## src/hw/rtl/tphb_pkg.sv

```systemverilog
// ---------------------------------------------------------------------------
// tphb_pkg
// Types, constants and checksum helper of the probe header builder.
// ---------------------------------------------------------------------------
package tphb_pkg;

    localparam int NumWords = 10;
    localparam int IdxW     = 4;
    localparam int CfgIdxW  = 3;
    localparam int CfgDataW = 32;

    localparam logic [IdxW-1:0] LastIdx = IdxW'(NumWords - 1);

    localparam logic [CfgIdxW-1:0] CfgSrcAddr = 3'd0;
    localparam logic [CfgIdxW-1:0] CfgSrcPort = 3'd1;
    localparam logic [CfgIdxW-1:0] CfgTtl     = 3'd2;
    localparam logic [CfgIdxW-1:0] CfgIdent   = 3'd3;
    localparam logic [CfgIdxW-1:0] CfgWindow  = 3'd4;

    localparam logic [15:0] RstSrcPort = 16'd12345;
    localparam logic [7:0]  RstTtl     = 8'd255;
    localparam logic [15:0] RstIdent   = 16'd54321;
    localparam logic [15:0] RstWindow  = 16'd32767;

    localparam logic [7:0]  ProtoTcp   = 8'd6;
    localparam logic [15:0] TotalLen   = 16'd40;
    localparam logic [15:0] TcpHdrLen  = 16'd20;
    localparam logic [15:0] VerIhlTos  = 16'h4500;
    localparam logic [7:0]  OffsetByte = 8'h50;
    localparam logic [7:0]  FlagSyn    = 8'h02;
    localparam logic [7:0]  FlagAck    = 8'h10;

    typedef logic [31:0] word_t;
    typedef word_t [NumWords-1:0] hdr_t;

    typedef struct packed {
        logic [31:0] source_address;
        logic [15:0] source_port;
        logic [7:0]  time_to_live;
        logic [15:0] ident_value;
        logic [15:0] window_size;
    } cfg_t;

    typedef struct packed {
        logic load;
    } ser_ctrl_t;

    typedef struct packed {
        logic free;
    } ser_stat_t;

    function automatic logic [15:0] fold_invert(input logic [19:0] acc);
        logic [16:0] s1;
        logic [16:0] s2;
        s1 = {13'd0, acc[19:16]} + {1'b0, acc[15:0]};
        s2 = {16'd0, s1[16]} + {1'b0, s1[15:0]};
        return ~s2[15:0];
    endfunction

endpackage

```

## src/hw/rtl/tphb_probe_if.sv

```systemverilog
// ---------------------------------------------------------------------------
// tphb_probe_if
// Probe request channel: target address, target port and probe kind.
// ---------------------------------------------------------------------------
interface tphb_probe_if;
    logic        valid;
    logic        ready;
    logic [31:0] target_address;
    logic [15:0] target_port;
    logic        req_type;

    modport source (output valid, output target_address, output target_port,
                    output req_type, input ready);
    modport sink   (input valid, input target_address, input target_port,
                    input req_type, output ready);
endinterface

```

## src/hw/rtl/tphb_header_if.sv

```systemverilog
// ---------------------------------------------------------------------------
// tphb_header_if
// Header word channel: one 32-bit header word per beat.
// ---------------------------------------------------------------------------
interface tphb_header_if;
    logic        valid;
    logic        ready;
    logic [31:0] header_word;
    logic [3:0]  word_index;
    logic        last_word;

    modport source (output valid, output header_word, output word_index,
                    output last_word, input ready);
    modport sink   (input valid, input header_word, input word_index,
                    input last_word, output ready);
endinterface

```

## src/hw/rtl/tphb_hdr_calc.sv

```systemverilog
// ---------------------------------------------------------------------------
// tphb_hdr_calc
// Builds the ten header words with IPv4 and TCP checksums.
// ---------------------------------------------------------------------------
module tphb_hdr_calc
(
    input  tphb_pkg::cfg_t cfg,
    input  logic [31:0]    target_address,
    input  logic [15:0]    target_port,
    input  logic           req_type,
    output tphb_pkg::hdr_t hdr
);
    import tphb_pkg::*;

    logic [7:0]  flags;
    logic [19:0] ip_sum;
    logic [19:0] tcp_sum;
    logic [15:0] ip_csum;
    logic [15:0] tcp_csum;
    logic [15:0] ttl_proto;
    logic [15:0] off_flags;

    assign flags     = req_type ? FlagAck : FlagSyn;
    assign ttl_proto = {cfg.time_to_live, ProtoTcp};
    assign off_flags = {OffsetByte, flags};

    assign ip_sum = {4'd0, VerIhlTos} + {4'd0, TotalLen} + {4'd0, cfg.ident_value}
                  + {4'd0, ttl_proto}
                  + {4'd0, cfg.source_address[31:16]} + {4'd0, cfg.source_address[15:0]}
                  + {4'd0, target_address[31:16]} + {4'd0, target_address[15:0]};

    assign tcp_sum = {4'd0, cfg.source_address[31:16]} + {4'd0, cfg.source_address[15:0]}
                   + {4'd0, target_address[31:16]} + {4'd0, target_address[15:0]}
                   + {12'd0, ProtoTcp} + {4'd0, TcpHdrLen}
                   + {4'd0, cfg.source_port} + {4'd0, target_port}
                   + {4'd0, off_flags} + {4'd0, cfg.window_size};

    assign ip_csum  = fold_invert(ip_sum);
    assign tcp_csum = fold_invert(tcp_sum);

    assign hdr[0] = {VerIhlTos, TotalLen};
    assign hdr[1] = {cfg.ident_value, 16'd0};
    assign hdr[2] = {ttl_proto, ip_csum};
    assign hdr[3] = cfg.source_address;
    assign hdr[4] = target_address;
    assign hdr[5] = {cfg.source_port, target_port};
    assign hdr[6] = 32'd0;
    assign hdr[7] = 32'd0;
    assign hdr[8] = {off_flags, cfg.window_size};
    assign hdr[9] = {tcp_csum, 16'd0};

endmodule

```

## src/hw/rtl/tphb_serializer.sv

```systemverilog
// ---------------------------------------------------------------------------
// tphb_serializer
// Holds one built header and shifts it out one word per beat.
// ---------------------------------------------------------------------------
module tphb_serializer
(
    input  logic              clk,
    input  logic              rst_n,
    input  tphb_pkg::ser_ctrl_t ctrl,
    input  tphb_pkg::hdr_t    hdr,
    output tphb_pkg::ser_stat_t stat,
    tphb_header_if.source     header
);
    import tphb_pkg::*;

    hdr_t            words_reg;
    logic [IdxW-1:0] idx_reg;
    logic            valid_reg;
    logic            beat;
    logic            last;

    assign last      = (idx_reg == LastIdx);
    assign beat      = valid_reg && header.ready;
    assign stat.free = !valid_reg || (beat && last);

    always_ff @(posedge clk or negedge rst_n)
    begin
        if (!rst_n)
        begin
            valid_reg <= 1'b0;
            idx_reg   <= '0;
        end
        else if (ctrl.load)
        begin
            valid_reg <= 1'b1;
            idx_reg   <= '0;
        end
        else if (beat)
        begin
            if (last)
            begin
                valid_reg <= 1'b0;
            end
            else
            begin
                idx_reg <= idx_reg + 1'b1;
            end
        end
    end

    // load a new header, or advance the shift line on each beat but the last
    always_ff @(posedge clk)
    begin
        if (ctrl.load)
        begin
            words_reg <= hdr;
        end
        else if (beat && !last)
        begin
            for (int i = 0; i < NumWords - 1; i++)
            begin
                words_reg[i] <= words_reg[i+1];
            end
        end
    end

    assign header.valid       = valid_reg;
    assign header.header_word = words_reg[0];
    assign header.word_index  = idx_reg;
    assign header.last_word   = last;

endmodule

```

## src/hw/rtl/tcp_probe_header_builder.sv

```systemverilog
// ---------------------------------------------------------------------------
// tcp_probe_header_builder: IPv4 + TCP probe header generator
// Path: a probe is taken into the input register, then loaded into the serializer once it is free.
// Headers go out one word per beat; the next header loads on the last beat of the one before.
// A second probe is held in the input register while a header drains.
// Reset: asynchronous, active low; clears valids, loads register defaults.
// ---------------------------------------------------------------------------
module tcp_probe_header_builder
(
    input  logic                         clk,
    input  logic                         rst_n,
    input  logic                         cfg_we,
    input  logic [tphb_pkg::CfgIdxW-1:0] cfg_index,
    input  logic [tphb_pkg::CfgDataW-1:0] cfg_wdata,
    tphb_probe_if.sink                   probe,
    tphb_header_if.source                header
);
    import tphb_pkg::*;

    cfg_t        cfg_reg;
    logic        in_valid_reg;
    logic [31:0] addr_reg;
    logic [15:0] port_reg;
    logic        kind_reg;
    hdr_t        hdr;
    ser_ctrl_t   ctrl;
    ser_stat_t   stat;

    assign ctrl.load   = in_valid_reg && stat.free;
    assign probe.ready = !in_valid_reg || ctrl.load;

    always_ff @(posedge clk or negedge rst_n)
    begin
        if (!rst_n)
        begin
            cfg_reg.source_address <= '0;
            cfg_reg.source_port    <= RstSrcPort;
            cfg_reg.time_to_live   <= RstTtl;
            cfg_reg.ident_value    <= RstIdent;
            cfg_reg.window_size    <= RstWindow;
        end
        else if (cfg_we)
        begin
            case (cfg_index)
                CfgSrcAddr: cfg_reg.source_address <= cfg_wdata;
                CfgSrcPort: cfg_reg.source_port    <= cfg_wdata[15:0];
                CfgTtl:     cfg_reg.time_to_live   <= cfg_wdata[7:0];
                CfgIdent:   cfg_reg.ident_value    <= cfg_wdata[15:0];
                CfgWindow:  cfg_reg.window_size    <= cfg_wdata[15:0];
                default:    ;
            endcase
        end
    end

    always_ff @(posedge clk or negedge rst_n)
    begin
        if (!rst_n)
        begin
            in_valid_reg <= 1'b0;
        end
        else if (probe.ready)
        begin
            in_valid_reg <= probe.valid;
        end
    end

    // hold the probe until the serializer takes it
    always_ff @(posedge clk)
    begin
        if (probe.valid && probe.ready)
        begin
            addr_reg <= probe.target_address;
            port_reg <= probe.target_port;
            kind_reg <= probe.req_type;
        end
    end

    tphb_hdr_calc u_calc
    (
        .cfg            (cfg_reg),
        .target_address (addr_reg),
        .target_port    (port_reg),
        .req_type       (kind_reg),
        .hdr            (hdr)
    );

    tphb_serializer u_ser
    (
        .clk    (clk),
        .rst_n  (rst_n),
        .ctrl   (ctrl),
        .hdr    (hdr),
        .stat   (stat),
        .header (header)
    );

endmodule

```

## src/flat_wrapper.sv

```systemverilog
// flat-port wrapper written by rule: the top's interface ports become plain ports
module tcp_probe_header_builder_flat import tphb_pkg::*;
  (clk, rst_n, cfg_we, cfg_index, cfg_wdata, probe_valid, probe_target_address, probe_target_port, probe_req_type, probe_ready, header_valid, header_header_word, header_word_index, header_last_word, header_ready);
  tphb_probe_if probe_i ();
  tphb_header_if header_i ();
  input  logic clk;
  input  logic rst_n;
  input  logic cfg_we;
  input  logic [tphb_pkg::CfgIdxW-1:0] cfg_index;
  input  logic [tphb_pkg::CfgDataW-1:0] cfg_wdata;
  input wire logic [$bits(probe_i.valid)-1:0] probe_valid;
  input wire logic [$bits(probe_i.target_address)-1:0] probe_target_address;
  input wire logic [$bits(probe_i.target_port)-1:0] probe_target_port;
  input wire logic [$bits(probe_i.req_type)-1:0] probe_req_type;
  output wire logic [$bits(probe_i.ready)-1:0] probe_ready;
  output wire logic [$bits(header_i.valid)-1:0] header_valid;
  output wire logic [$bits(header_i.header_word)-1:0] header_header_word;
  output wire logic [$bits(header_i.word_index)-1:0] header_word_index;
  output wire logic [$bits(header_i.last_word)-1:0] header_last_word;
  input wire logic [$bits(header_i.ready)-1:0] header_ready;
  assign probe_i.valid = probe_valid;
  assign probe_i.target_address = probe_target_address;
  assign probe_i.target_port = probe_target_port;
  assign probe_i.req_type = probe_req_type;
  assign probe_ready = probe_i.ready;
  assign header_valid = header_i.valid;
  assign header_header_word = header_i.header_word;
  assign header_word_index = header_i.word_index;
  assign header_last_word = header_i.last_word;
  assign header_i.ready = header_ready;
  tcp_probe_header_builder u_core (.clk(clk), .rst_n(rst_n), .cfg_we(cfg_we), .cfg_index(cfg_index), .cfg_wdata(cfg_wdata), .probe(probe_i), .header(header_i));
endmodule
```

## config.mk

```make
export PLATFORM = sky130hd
export DESIGN_NAME = tcp_probe_header_builder_flat
export DESIGN_NICKNAME = d
export VERILOG_FILES = /design/src/hw/rtl/tphb_pkg.sv /design/src/hw/rtl/tphb_probe_if.sv /design/src/hw/rtl/tphb_header_if.sv /design/src/hw/rtl/tphb_hdr_calc.sv /design/src/hw/rtl/tphb_serializer.sv /design/src/hw/rtl/tcp_probe_header_builder.sv /design/src/flat_wrapper.sv
export SDC_FILE = /design/constraint.sdc
export NUM_CORES = 1
export LEC_CHECK = 0
export ABC_AREA = 1
export CAP_MARGIN = 20
export CORE_MARGIN = 1
export CORE_UTILIZATION = 50
export CTS_CLUSTER_SIZE = 40
export DETAILED_ROUTE_END_ITERATION = 8
export DONT_BUFFER_PORTS = 1
export PLACE_DENSITY = 0.73
export SYNTH_ARGS = -nofsm -noshare
export SYNTH_HDL_FRONTEND = slang
export SYNTH_HIERARCHICAL = 1
export SYNTH_SLANG_ARGS = --single-unit
```

## constraint.sdc

```tcl
create_clock -name clk -period 12.1 [get_ports clk]
set_input_delay 1.815 -clock clk [delete_from_list [all_inputs] [get_ports clk]]
set_output_delay 1.815 -clock clk [all_outputs]
set_load 0.005 [all_outputs]
```

# After elaboration in Yosys (flattened, before gate mapping)
# Cells that the tools add are included.
# W data, S select, Z words.
# classes
add_sub_neg	20
n_eq_ne	6
mux	9
bitwise_logic	2
n_reduce_logical	21
# ops
op	count
$mux W280	2
$add A20 B16 Y20	5
$add A18 B16 Y19	2
$add A17 B16 Y18	2
$add A4 B16 Y17	2
$add A1 B16 Y16	2
$not A16 Y16	2
$add A19 B16 Y20	1
$add A19 B3 Y20 const B	1
$add A20 B15 Y20	1
$add A20 B5 Y20 const B	1
$add A15 B16 Y17 const A	1
$add A16 B16 Y17	1
$reduce_and A2 Y1	7
$mux W4	3
$eq A3 B2 Y1 const B	2
$reduce_bool A2 Y1	3
$logic_and A1 B1 Y1	5
$mux W5	1
$add A4 B1 Y4 const B	1
$eq A4 B4 Y1 const B	1
$eq A3 B1 Y1 const B	1
$eq A3 B3 Y1 const B	1
$logic_not A1 Y1	3
4 further kinds	7
# totals
regBits	447
in_bits	89
output_inout_bits	39
wordCells	82

# Logic depth before layout (Yosys ltp)
# Gate-level depths: netlist (run 1).
# logic_depth
ltp_word	12
mapped_depth	48
mapped_depth_nobuf	48

# Cells and area by module
# Netlist (run 1), hierarchy kept.
# modules_own_cells
mod	instances	cells_each	area_each_um2
tphb_serializer	1	1320	13847.0
tphb_hdr_calc	1	1311	9456.6
tcp_probe_header_builder	1	448	5079.9

# Least setup slack after synthesis (run 1)
# Ideal clock, no wire load.
# synth_path
kind	in2reg
startpoint	input port header_ready
endpoint	register u_core.u_ser.words_reg (netlist bit u_core/u_ser/header.header_word[0]), enable pin
setup_time_ns	0.663
arrival_ns	9.274
required_time_ns	11.437
setup_slack_ns	2.163
stages	7
cell_sequence	nand2_1 o21ai_0 nand2_1 inv_1 inv_2 buf_4 nand2_1
# synth_between
elab_chain_len	4
# synth_lines
element	line_no	rtl
start, declared	flat_wrapper.sv:20	input wire logic [$bits(header_i.ready)-1:0] header_ready;
$logic_and A1 B1 Y1	tphb_serializer.sv:23	assign beat = valid_reg && header.ready;
$logic_and A1 B1 Y1	tphb_serializer.sv:24	assign stat.free = !valid_reg || (beat && last);
$logic_or A1 B1 Y1	tphb_serializer.sv:24	
net u_core.stat	tcp_probe_header_builder.sv:27	ser_stat_t stat;
$logic_and A1 B1 Y1	tcp_probe_header_builder.sv:29	assign ctrl.load = in_valid_reg && stat.free;
net u_core.ctrl	tcp_probe_header_builder.sv:26	ser_ctrl_t ctrl;
end signal, assigned	tphb_serializer.sv:56	words_reg <= hdr;
end signal, assigned by index	tphb_serializer.sv:62	words_reg[i] <= words_reg[i+1];
end, declared	tphb_serializer.sv:16	hdr_t words_reg;
# The timed path passes the listed nets, and every way through them passes these cells.
# A chain may end at the register's enable or synchronous reset.

==> metrics.md, run 1 <==
| Metric | Value |
|---|---|
| Status | `complete, no violations` |
| Critical Path AT | `8.43 ns` |
| Cts bufs inserted | `52` |
| Die Height | `240 µm` |
| Slew at the pin closest to its max-slew limit | `1.18 ns` |
| CTS Sinks | `463` |
| CP Capture Type | `flop` |
| Most common cell after layout, fill and taps aside | `nand2_1` |
| CTS tree | `built` |
| Asr flop ratio synth | `20.3%` |
| Initial antenna violation count | `5` |
| Input/output buffers | `0` |
| Register area | `13500 µm²` |
| Setup TNS | `0 ns` |
| Post-layout minimum cycle time | `8.06 ns` |
| Synth top area cells | `edfxtp_1 (39%), nand2_1 (17%), fa_1 (9.3%), buf_4 (8.7%), dfrtp_1 (5.1%)` |
| GR Overflow Total | `0` |
| Hold WC Path Type | `reg -> reg` |
| Hold path startpoint | `u_core/cfg_reg[2]$_DFFE_PN1P_` |
| Post-cts resize count | `0` |
| Worst Hold Depth | `2` |
| R2r startpoint | `u_core/cfg_reg[8]$_DFFE_PN1P_` |
| FMAX | `about 0.12 GHz` |
| Worst path required time | `12.47 ns` |
| CP most frequent cell | `inv_1` |
| Tot GR Track Use | `22.1%` |
| Setup violations, final | `0` |
| Max Cap Violations | `0` |
| Via density | `around 4.8` |
| Slew HR | `21.0%` |
| Hold worst-path end | `u_core/cfg_reg[2]$_DFFE_PN1P_` |
| Die ar. | `57700 µm²` |
| R2R depth | `41` |
| Synth Register Bits | `about 460` |
| # IOs | `approximately 130` |
| RSZ-0062 raised after global routing | `no` |
| Area grow syn2layout | `1.61%` |
| Final GP Congestion | `around 0.92` |
| Post-DP HPWL | `42.7 mm` |
| Mean Syn Cell Area | `~9.2 µm²` |
| H-Tree Depth | `2` |
| Final worst path period share | `66.6%` |
| Drt pass-1 iters | `7` |
| Post-DRT Antenna Nets | `0` |
| Commonest cells after routing, fill and taps aside | `nand2_1 (1262), inv_1 (379), edfxtp_1 (369)` |
| Largest net degree at the start of global routing | `~200` |
| R2r setup slk | `between 4 and 5 ns` |
| Crit start category | `flop` |
| Core ar. | `55600 µm²` |
| Number of synthesized flops with an enable pin | `369` |
| Post-CTS Setup Repair Bufs | `0` |
| Hold-fix buffer count after cts | `0` |
| Die W | `240 µm` |
| Worst r2r dst | `u_core/u_ser/words_reg[319]$_DFFE_PP_` |
| Post-Syn Area | `around 28000 µm²` |
| Clk slew on worst S/H paths | `about 0.06 ns` |
| Critical-path maximum fanout | `6` |
| DRC | `0` |
| Rows | `86` |
| Total wire length | `approximately 62 mm` |
| Crit Path Category | `reg -> reg` |
| CP max stage cell | `fa_1` |
| Layout cells sized above 1 | `6.68%` |
| Wire length of the first global-routing pass | `96.2 mm` |
| Initial Utilization | `between 50% and 60%` |
| Clock Skew | `roughly 0.030 ns` |
| Slew Viols, Final | `0` |
| Clk buf depth | `3` |
| Share of the yosys chip area belonging to registers | `between 40 and 50%` |
| Clk_lat worst skew | `0.61 ns` |
| Number of distinct library cells after synthesis | `39` |
| Mapped Cells | `3079` |
| Final hold violation count | `0` |
| Vias in the first global route | `17100` |
| DR iter-0 viols | `1453` |
| Max reg flops | `288` |
| FILL cells | `approximately 5000` |
| Root buf cell | `clkbuf_16` |
| Wire per inst | `around 17 µm` |
| Yosys top cell area share | `39.0%` |
| Vias | `17900` |
| Area leader, netlist | `edfxtp_1` |
| YS warnings | `6` |
| Multi-input gate area | `roughly 11000 µm²` |
| CP peak stage delay | `0.59 ns` |
| Primary FF master, synth | `edfxtp_1` |
| Final Net Count | `between 3000 and 4000` |
[stage by stage]
stage	hold slack [ns]	std cells	utilization (%)	area (µm²)	setup WS [ns]
6_report	0.473	3684	51.8	28800	4.04
5_1_grt	0.491	3683	51.8	28800	3.39
4_1_cts	0.475	3682	51.8	28800	4.06
3_5_place_dp	0.466	3584	48.6	27000	4.10
3_3_place_gp	0.459	3584	48.6	27000	4.16
2_1_floorplan	0.450	3227	-	28900	2.16
[cell families after synthesis]
logic type,after synthesis,share of synthesized area (%)
buf+inv,797,15.7
fa+ha+maj,220,13.2
simple gates,1508,21.4
flops,463,47.5
xor+xnor,31,1.06
compound gates,58,1.18
other cells,2,0.0265
[routing by layer]
layer	track usage [%]	part of all wire, %	wire length [µm]	vias up
met5	0	0.059	36	-
met4	7.78	3.5	2160	6
met3	4.96	8.7	5380	128
met2	34.3	46	28000	660
met1	30.5	42	25900	8372
li1	-	-	-	8699
[worst max-delay path by stage]
stage / startpoint / to / slack (ns) / cells past startpoint
after CTS: u_core/cfg_reg[8]$_DFFE_PN1P_ / u_core/u_ser/words_reg[319]$_DFFE_PP_ / 4.06 / 41
after global routing: u_core/cfg_reg[2]$_DFFE_PN1P_ / u_core/u_ser/words_reg[319]$_DFFE_PP_ / 3.39 / 47
final: u_core/cfg_reg[8]$_DFFE_PN1P_ / u_core/u_ser/words_reg[319]$_DFFE_PP_ / 4.04 / 41
after floorplan: header_ready / u_core/u_ser/header.header_word[0]$_DFFE_PP_ / 2.16 / 7
after global placement: u_core/cfg_reg[8]$_DFFE_PN1P_ / u_core/u_ser/words_reg[319]$_DFFE_PP_ / 4.16 / 41
after detailed placement: u_core/cfg_reg[8]$_DFFE_PN1P_ / u_core/u_ser/words_reg[319]$_DFFE_PP_ / 4.10 / 41
[synthesized netlist by cell type, types with 5 or more instances]
cell type,n
dfrtp_1,58
nand3_2,8
o21bai_1,6
nand2_1,1263
fa_1,132
dfstp_2,36
nor2_1,46
nor2_4,7
inv_2,10
edfxtp_1,369
ha_1,88
o21ai_0,12
inv_1,380
buf_4,329
nand2_2,13
buf_6,23
buf_2,46
nand4_1,12
nor2_2,10
a21oi_1,22
xnor2_1,13
xor2_1,14
nor3_1,5
o21ai_1,9
nand3_1,139
[area by class of cell]
type / instances / area share, %
multi-input combinational: 1967 / 38.2
clock buffer: 61 / 4.81
timing repair buffer: 12 / 0.356
antenna: 2 / 0.0174
tap: 748 / 3.25
sequential: 463 / 46.7
inverter: 394 / 5.18
clock inverter: 37 / 1.42
[critical path: cells and delay by family (launching register included)]
kind	cells	cell delay [ns]
adder cells (fa/ha/maj)	7	3.16
AND/OR/NAND/NOR	20	2.37
AO/OA/AOI/OAI	5	1.09
flip-flops	1	0.55
buffers and inverters	8	0.48
XOR/XNOR	1	0.16
Power of run 1 is left out: the tool's default activity adds up to more than one toggle a clock period on the data nets, which glitch-free logic cannot reach.
==> run 2: changes to the inputs <==
--- a/config.mk
+++ b/config.mk
@@ -5,7 +5,7 @@
 export SDC_FILE = /design/constraint.sdc
 export NUM_CORES = 1
 export LEC_CHECK = 0
-export ABC_AREA = 1
+export ABC_AREA = 0
 export CAP_MARGIN = 20
 export CORE_MARGIN = 1
 export CORE_UTILIZATION = 50
==> constraint.sdc (replaced) <==
create_clock -name clk -period 7.46 [get_ports clk]
set_input_delay 1.119 -clock clk [delete_from_list [all_inputs] [get_ports clk]]
set_output_delay 1.119 -clock clk [all_outputs]
set_load 0.005 [all_outputs]
==> run 2 against run 1 <==
Compared with the run above:
- the flow now finishes with violations (negative setup slack)
- utilization up 4.2 points
- area after synthesis fell by 1.9%
- final area rose by 7.1%
- register-to-register slack worse by 4.8 ns
- synthesized cell count decreased by 33%
- routed wire length is 11% lower
- global-route usage down 2.7 points
- non-clock buffer count is 217 higher
- clock skew is 0.016 ns lower
- highest routed layer is now met4
==> metrics.md, run 2 <==
| Metric | Value |
|---|---|
| CTS Sinks | `463 (unchanged)` |
| Area leader, netlist | `edfxtp_1 (unchanged)` |
| Share of the yosys chip area belonging to registers | `48.4% (was 47.5%)` |
| Synth Register Bits | `463 (unchanged)` |
| Cts bufs inserted | `50 (was 52)` |
| Final hold violation count | `0 (unchanged)` |
| Setup violations, final | `28 (was 0)` |
| Synth top area cells | `edfxtp_1 (40%), fa_1 (9.5%), mux2_2 (9.5%), buf_4 (8.8%), dfrtp_1 (5.2%) (was edfxtp_1 (39%), nand2_1 (17%), fa_1 (9.3%), buf_4 (8.7%), dfrtp_1 (5.1%))` |
| Root buf cell | `clkbuf_16 (unchanged)` |
| Register area | `13500 µm² (unchanged)` |
| Hold-fix buffer count after cts | `0 (unchanged)` |
| Crit start category | `flop (unchanged)` |
| Tot GR Track Use | `19.4% (was 22.1%)` |
| Final setup margin | `-0.767 ns (was 4.04 ns)` |
| Final worst path period share | `110% (was 66.6%)` |
| # IOs | `128 (unchanged)` |
| Most common cell after layout, fill and taps aside | `edfxtp_1 (was nand2_1)` |
| Commonest cells post-synth | `edfxtp_1 (369), buf_4 (326), inv_1 (307) (was nand2_1 (1263), inv_1 (380), edfxtp_1 (369))` |
| Total wire length | `55.0 mm (was 61.5 mm)` |
| Max reg flops | `288 (unchanged)` |
| Clock Skew | `0.0136 ns (was 0.0296 ns)` |
| Multi-input gate area | `11700 µm² (was 11000 µm²)` |
| Clk_lat worst skew | `0.59 ns (was 0.61 ns)` |
| Largest net degree at the start of global routing | `164 (was 206)` |
| FILL cells | `4325 (was 4988)` |
| GR Overflow Total | `0 (unchanged)` |
| CP peak stage delay | `0.53 ns (was 0.59 ns)` |
| Wire per inst | `18.8 µm (was 16.7 µm)` |
| Number of distinct library cells after synthesis | `84 (was 39)` |
| Via density | `4.93 (was 4.85)` |
| Failing checks | `negative setup slack` |
| Mean Syn Cell Area | `13.4 µm² (was 9.22 µm²)` |
| H-Tree Depth | `2 (unchanged)` |
| Post-Syn Area | `27800 µm² (was 28400 µm²)` |
| Final GP Congestion | `0.861 (was 0.924)` |
| DRC | `0 (unchanged)` |
| CP Capture Type | `flop (unchanged)` |
| Critical-path maximum fanout | `3 (was 6)` |
| CP most frequent cell | `inv_2 (was inv_1)` |
| Initial antenna violation count | `5 (unchanged)` |
| Wire length of the first global-routing pass | `84.1 mm (was 96.2 mm)` |
| CTS tree | `built (unchanged)` |
| Area grow syn2layout | `11.0% (was 1.61%)` |
| Status | `finished, violations left (was complete, no violations)` |
| Crit Path Category | `reg -> reg (unchanged)` |
| Clk slew on worst S/H paths | `0.06 ns (about the same)` |
| Vias in the first global route | `15100 (was 17100)` |
| Slew Viols, Final | `0 (unchanged)` |
| Asr flop ratio synth | `20.3% (unchanged)` |
| DR iter-0 viols | `985 (was 1453)` |
| CP max stage cell | `dfstp_2 (was fa_1)` |
| Yosys top cell area share | `39.8% (was 39.0%)` |
| Primary FF master, synth | `edfxtp_1 (unchanged)` |
| Layout cells sized above 1 | `34.3% (was 6.68%)` |
| Drt pass-1 iters | `5 (was 7)` |
| Slew at the pin closest to its max-slew limit | `1.29 ns (was 1.18 ns)` |
| Vias | `14400 (was 17900)` |
| Initial Utilization | `50.5% (was 51.0%)` |
| Input/output buffers | `0 (unchanged)` |
| Setup TNS | `-9.99 ns (was 0 ns)` |
| Slew HR | `14.2% (was 21.0%)` |
| Clk buf depth | `3 (unchanged)` |
| Number of synthesized flops with an enable pin | `369 (unchanged)` |
| Die W | `238 µm (was 240 µm)` |
| Post-DRT Antenna Nets | `0 (unchanged)` |
| Die ar. | `56600 µm² (was 57700 µm²)` |
| Hold WC Path Type | `in -> async (was reg -> reg)` |
| Max Cap Violations | `0 (unchanged)` |
| Critical Path AT | `8.66 ns (was 8.43 ns)` |
| Worst path required time | `7.89 ns (was 12.47 ns)` |
| Rows | `86 (unchanged)` |
| Post-layout minimum cycle time | `8.23 ns (was 8.06 ns)` |
| Count leader, synth | `edfxtp_1 (was nand2_1)` |
| Commonest cells after routing, fill and taps aside | `edfxtp_1 (369), inv_1 (296), mux2_2 (231) (was nand2_1 (1262), inv_1 (379), edfxtp_1 (369))` |
| Core ar. | `55100 µm² (was 55600 µm²)` |
| Final Net Count | `2446 (was 3199)` |
| Die Height | `238 µm (was 240 µm)` |
| Post-DP HPWL | `38.7 mm (was 42.7 mm)` |
| FMAX | `0.122 GHz (was 0.124 GHz)` |
| RSZ-0062 raised after global routing | `yes (was no)` |
| YS warnings | `6 (unchanged)` |
| Mapped Cells | `2074 (was 3079)` |
-- run 2: cell count changes after synthesis, moves of 13 or more --
cell | previous run | this run
buf_2 | 46 | 30
nand3_1 | 139 | 15
xnor2_1 | 13 | 35
mux2_1 | 0 | 123
mux2_4 | 0 | 20
a21o_1 | 2 | 16
mux2_2 | 0 | 234
nor2_1 | 46 | 31
nand2_1 | 1263 | 23
inv_1 | 380 | 307
buf_6 | 23 | 6
nand2_2 | 13 | 0
-- run 2: layout make-up --
cell class,count,area share [%]
timing repair buffer,229,5.77
antenna,5,0.0405
multi-input combinational,1086,38.0
sequential,463,43.6
clock buffer,62,4.56
inverter,307,3.75
clock inverter,31,1.24
tap,748,3.03
-- run 2: metrics by stage --
step | instances | cell area (µm²) | utilization, % | setup slack, ns | hold WS, ns
2_1_floorplan | 2222 | 28500 | - | -0.604 | 0.482
4_1_cts | 2904 | 30500 | 55.3 | -0.751 | 0.186
3_5_place_dp | 2790 | 28200 | 51.1 | -0.818 | 0.511
3_3_place_gp | 2790 | 28200 | 51.1 | -0.703 | 0.496
6_report | 2931 | 30900 | 56.1 | -0.767 | 0.227
5_1_grt | 2931 | 30900 | 56.1 | -1.06 | 0.196
-- run 2: path summary, 6_finish.rpt --
| kind | to | depth (start not counted) | start | slack [ns] |
|---|---|---|---|---|
| min in group clk | u_core/u_ser/words_reg[249]$_DFFE_PP_ | 1 | u_core/u_ser/words_reg[281]$_DFFE_PP_ | 0.52 |
| worst min register to register | u_core/u_ser/words_reg[249]$_DFFE_PP_ | 1 | u_core/u_ser/words_reg[281]$_DFFE_PP_ | 0.52 |
| max in group asynchronous | u_core/cfg_reg[12]$_DFFE_PN1P_ | 0 | rst_n | 6.91 |
| worst min-delay path | u_core/cfg_reg[18]$_DFFE_PN0P_ | 0 | rst_n | 0.23 |
| worst max register to register | u_core/u_ser/words_reg[319]$_DFFE_PP_ | 38 | u_core/cfg_reg[2]$_DFFE_PN1P_ | -0.77 |
| worst max-delay path | u_core/u_ser/words_reg[319]$_DFFE_PP_ | 38 | u_core/cfg_reg[2]$_DFFE_PN1P_ | -0.77 |
-- run 2: kinds of logic (layout without fill, tap and decap cells) --
group | Yosys count | after routing | share of synthesized area [%]
adders and majority gates | 220 | 220 | 13.4
xor gates and xnor gates | 61 | 61 | 2.01
and+or+nand+nor | 150 | 150 | 3.30
AOI/OAI and AO/OA | 128 | 128 | 3.45
buffers and inverters | 673 | 629 | 13.9
other | 2 | 155 | 0.0270
muxes | 377 | 377 | 15.5
DFF | 463 | 463 | 48.4
-- run 2: worst max-delay path, delay by kind of cell (launching register included) --
family / cells / cell delay (ns)
buffers and inverters: 7 / 0.36
and+or+nand+nor: 12 / 2.71
AOI/OAI and AO/OA: 9 / 1.14
adders and majority gates: 9 / 3.14
xor gates and xnor gates: 1 / 0.16
DFF: 1 / 0.53
-- run 2: what timing repair did --
action | CTS | global route
setup buffers | 25 | 24
endpoints found under the setup margin | 28 | 30
pin swaps | 39 | 45
resized for setup | 80 | 49
-- run 2: per-layer routing --
| metal | share of wire (%) | global-route usage [%] | vias to the layer above |
|---|---|---|---|
| li1 | - | - | 6741 |
| met1 | 43 | 25.5 | 7294 |
| met2 | 50 | 33.0 | 309 |
| met3 | 4.2 | 3.04 | 95 |
| met4 | 2.8 | 6.31 | 0 |
| met5 | 0 | 0 | - |
Power of run 2 is left out for the same reason.
==> run 3: changes to the inputs <==
--- a/config.mk
+++ b/config.mk
@@ -12,6 +12,7 @@
 export CTS_CLUSTER_SIZE = 40
 export DETAILED_ROUTE_END_ITERATION = 8
 export DONT_BUFFER_PORTS = 1
+export MAX_ROUTING_LAYER = met4
 export PLACE_DENSITY = 0.73
 export SYNTH_ARGS = -nofsm -noshare
 export SYNTH_HDL_FRONTEND = slang
==> run 3 against run 2 <==
Compared with the run above:
- the run still ends with negative setup slack left
- count of clock-buffer cells in the layout up 2
- sequential cell count did not move
- routed wire length grew 1.4%
- cell count rose by 0.24%
- global-route usage up 1.2 points
- sequential share of layout area shrank 0.081 points
- utilization increased by 0.10 points
- highest routed layer unchanged
==> metrics.md, run 3 (same netlist as run 2, synthesis figures left out) <==
| Metric | Value |
|---|---|
| Setup crit end | `u_core/u_ser/words_reg[319]$_DFFE_PP_ (unchanged)` |
| H-Tree Depth | `2 (unchanged)` |
| CP peak stage delay | `0.53 ns (about the same)` |
| Total wire length | `55.7 mm (was 55.0 mm)` |
| FMAX | `0.124 GHz (was 0.122 GHz)` |
| CP startpoint | `u_core/cfg_reg[2]$_DFFE_PN1P_ (unchanged)` |
| FILL cells | `4377 (was 4325)` |
| Final GP Congestion | `0.877 (was 0.861)` |
| Crit Path Category | `reg -> reg (unchanged)` |
| Largest net degree at the start of global routing | `168 (was 164)` |
| Post-layout minimum cycle time | `8.09 ns (was 8.23 ns)` |
| Slew at the pin closest to its max-slew limit | `1.09 ns (was 1.29 ns)` |
| Most common cell after layout, fill and taps aside | `edfxtp_1 (unchanged)` |
| Max reg flops | `288 (unchanged)` |
| Worst r2r dst | `u_core/u_ser/words_reg[319]$_DFFE_PP_ (unchanged)` |
| Commonest cells after routing, fill and taps aside | `edfxtp_1 (369), inv_1 (295), mux2_2 (231) (was edfxtp_1 (369), inv_1 (296), mux2_2 (231))` |
| Slew Viols, Final | `0 (unchanged)` |
| Initial Utilization | `50.5% (unchanged)` |
| CP most frequent cell | `inv_2 (unchanged)` |
| DRC | `0 (unchanged)` |
| Final setup margin | `-0.632 ns (was -0.767 ns)` |
| Rows | `86 (unchanged)` |
| Die W | `238 µm (unchanged)` |
| # IOs | `128 (unchanged)` |
| Critical Path AT | `8.51 ns (was 8.66 ns)` |
| Final Net Count | `2455 (was 2446)` |
| CTS Sinks | `463 (unchanged)` |
| Wire per inst | `19.0 µm (was 18.8 µm)` |
| Final hold violation count | `0 (unchanged)` |
| R2r startpoint | `u_core/cfg_reg[2]$_DFFE_PN1P_ (unchanged)` |
| Root buf cell | `clkbuf_16 (unchanged)` |
| Post-DRT Antenna Nets | `0 (unchanged)` |
| Tot GR Track Use | `20.6% (was 19.4%)` |
| Vias | `14400 (about the same)` |
| Hold WC Path Type | `in -> async (unchanged)` |
| Via density | `4.92 (was 4.93)` |
| Layout cells sized above 1 | `34.6% (was 34.3%)` |
| Status | `finished, violations left (unchanged)` |
| Clk buf depth | `3 (unchanged)` |
| Cts bufs inserted | `51 (was 50)` |
| Die ar. | `56600 µm² (unchanged)` |
| Max Cap Violations | `0 (unchanged)` |
| RSZ-0062 raised after global routing | `yes (unchanged)` |
| Area grow syn2layout | `11.2% (was 11.0%)` |
| GR Overflow Total | `0 (unchanged)` |
| Critical-path maximum fanout | `3 (unchanged)` |
| Register area | `13500 µm² (unchanged)` |
| DR iter-0 viols | `805 (was 985)` |
| Multi-input gate area | `11800 µm² (was 11700 µm²)` |
| Input/output buffers | `0 (unchanged)` |
| Clock Skew | `0.0134 ns (was 0.0136 ns)` |
| Wire length of the first global-routing pass | `86.5 mm (was 84.1 mm)` |
| CTS tree | `built (unchanged)` |
| CP Capture Type | `flop (unchanged)` |
| Vias in the first global route | `15400 (was 15100)` |
| Clk slew on worst S/H paths | `0.06 ns (about the same)` |
| Failing checks | `negative setup slack (unchanged)` |
| Post-DP HPWL | `39.3 mm (was 38.7 mm)` |
| Initial antenna violation count | `5 (unchanged)` |
| Clk_lat worst skew | `0.59 ns (about the same)` |
| R2r setup slk | `-0.63 ns (was -0.77 ns)` |
| Die Height | `238 µm (unchanged)` |
| Slew HR | `27.6% (was 14.2%)` |
| Setup TNS | `-8.23 ns (was -9.99 ns)` |
| R2R depth | `38 (unchanged)` |
| Drt pass-1 iters | `5 (unchanged)` |
| Core ar. | `55100 µm² (unchanged)` |
| Final worst path period share | `108% (was 110%)` |
| Worst path required time | `7.88 ns (was 7.89 ns)` |
| Crit start category | `flop (unchanged)` |
| CP max stage cell | `dfstp_2 (unchanged)` |
| Setup violations, final | `25 (was 28)` |
-- run 3: what timing repair did --
item                       4_1_cts  5_1_grt
hold buffers                     0        0
setup endpoints to repair       29       30
gates resized for setup         86       52
pin swaps                       49       32
setup buffers                   39       19
-- run 3: through the flow --
stage / setup slack, ns / area [µm²] / cells / util [%] / hold slack [ns]
final: -0.632 / 31000 / 2938 / 56.2 / 0.228
after global routing: -1.01 / 31000 / 2938 / 56.2 / 0.198
after CTS: -0.684 / 30600 / 2921 / 55.5 / 0.192
after detailed placement: -0.834 / 28200 / 2792 / 51.2 / 0.502
after global placement: -0.707 / 28200 / 2792 / 51.2 / 0.495
after floorplan: -0.604 / 28500 / 2222 / - / 0.482
-- run 3: cell type report --
| type | instances | area share, % |
|---|---|---|
| Antenna cell | 2 | 0.0162 |
| Clock buffer | 64 | 4.55 |
| Clock inverter | 31 | 1.06 |
| Inverter | 307 | 3.74 |
| Multi-Input combinational cell | 1086 | 38.1 |
| Sequential cell | 463 | 43.5 |
| Tap cell | 748 | 3.02 |
| Timing Repair Buffer | 237 | 5.99 |
-- run 3: routing by layer --
metal  global-route usage, %  vias up  routed length [µm]
met2                    34.3      286               28100
met1                    26.1     7288               23800
met3                    3.11       93                2260
met4                    6.55        0                1550
li1                        -     6781                   -
met5                       -        -                   0
-- run 3: how the worst min path moves through the flow --
stage / depth (start not counted) / start / slack (ns) / endpoint
after floorplan: 1 / u_core/cfg_reg[78]$_DFFE_PN0P_ / 0.48 / u_core/cfg_reg[78]$_DFFE_PN0P_
after global placement: 1 / u_core/cfg_reg[79]$_DFFE_PN0P_ / 0.50 / u_core/cfg_reg[79]$_DFFE_PN0P_
after detailed placement: 1 / u_core/cfg_reg[79]$_DFFE_PN0P_ / 0.50 / u_core/cfg_reg[79]$_DFFE_PN0P_
after CTS: 0 / rst_n / 0.19 / u_core/cfg_reg[23]$_DFFE_PN0P_
after global routing: 0 / rst_n / 0.20 / u_core/cfg_reg[18]$_DFFE_PN0P_
final: 0 / rst_n / 0.23 / u_core/cfg_reg[18]$_DFFE_PN0P_
-- run 3: critical path, delay by kind of cell, from the launching register on --
family	cells	cell delay (ns)
flops	1	0.53
fa+ha+maj	9	3.03
xor+xnor	1	0.13
compound gates	9	1.21
simple gates	12	2.70
buf+inv	7	0.33
Power of run 3 is left out for the same reason.
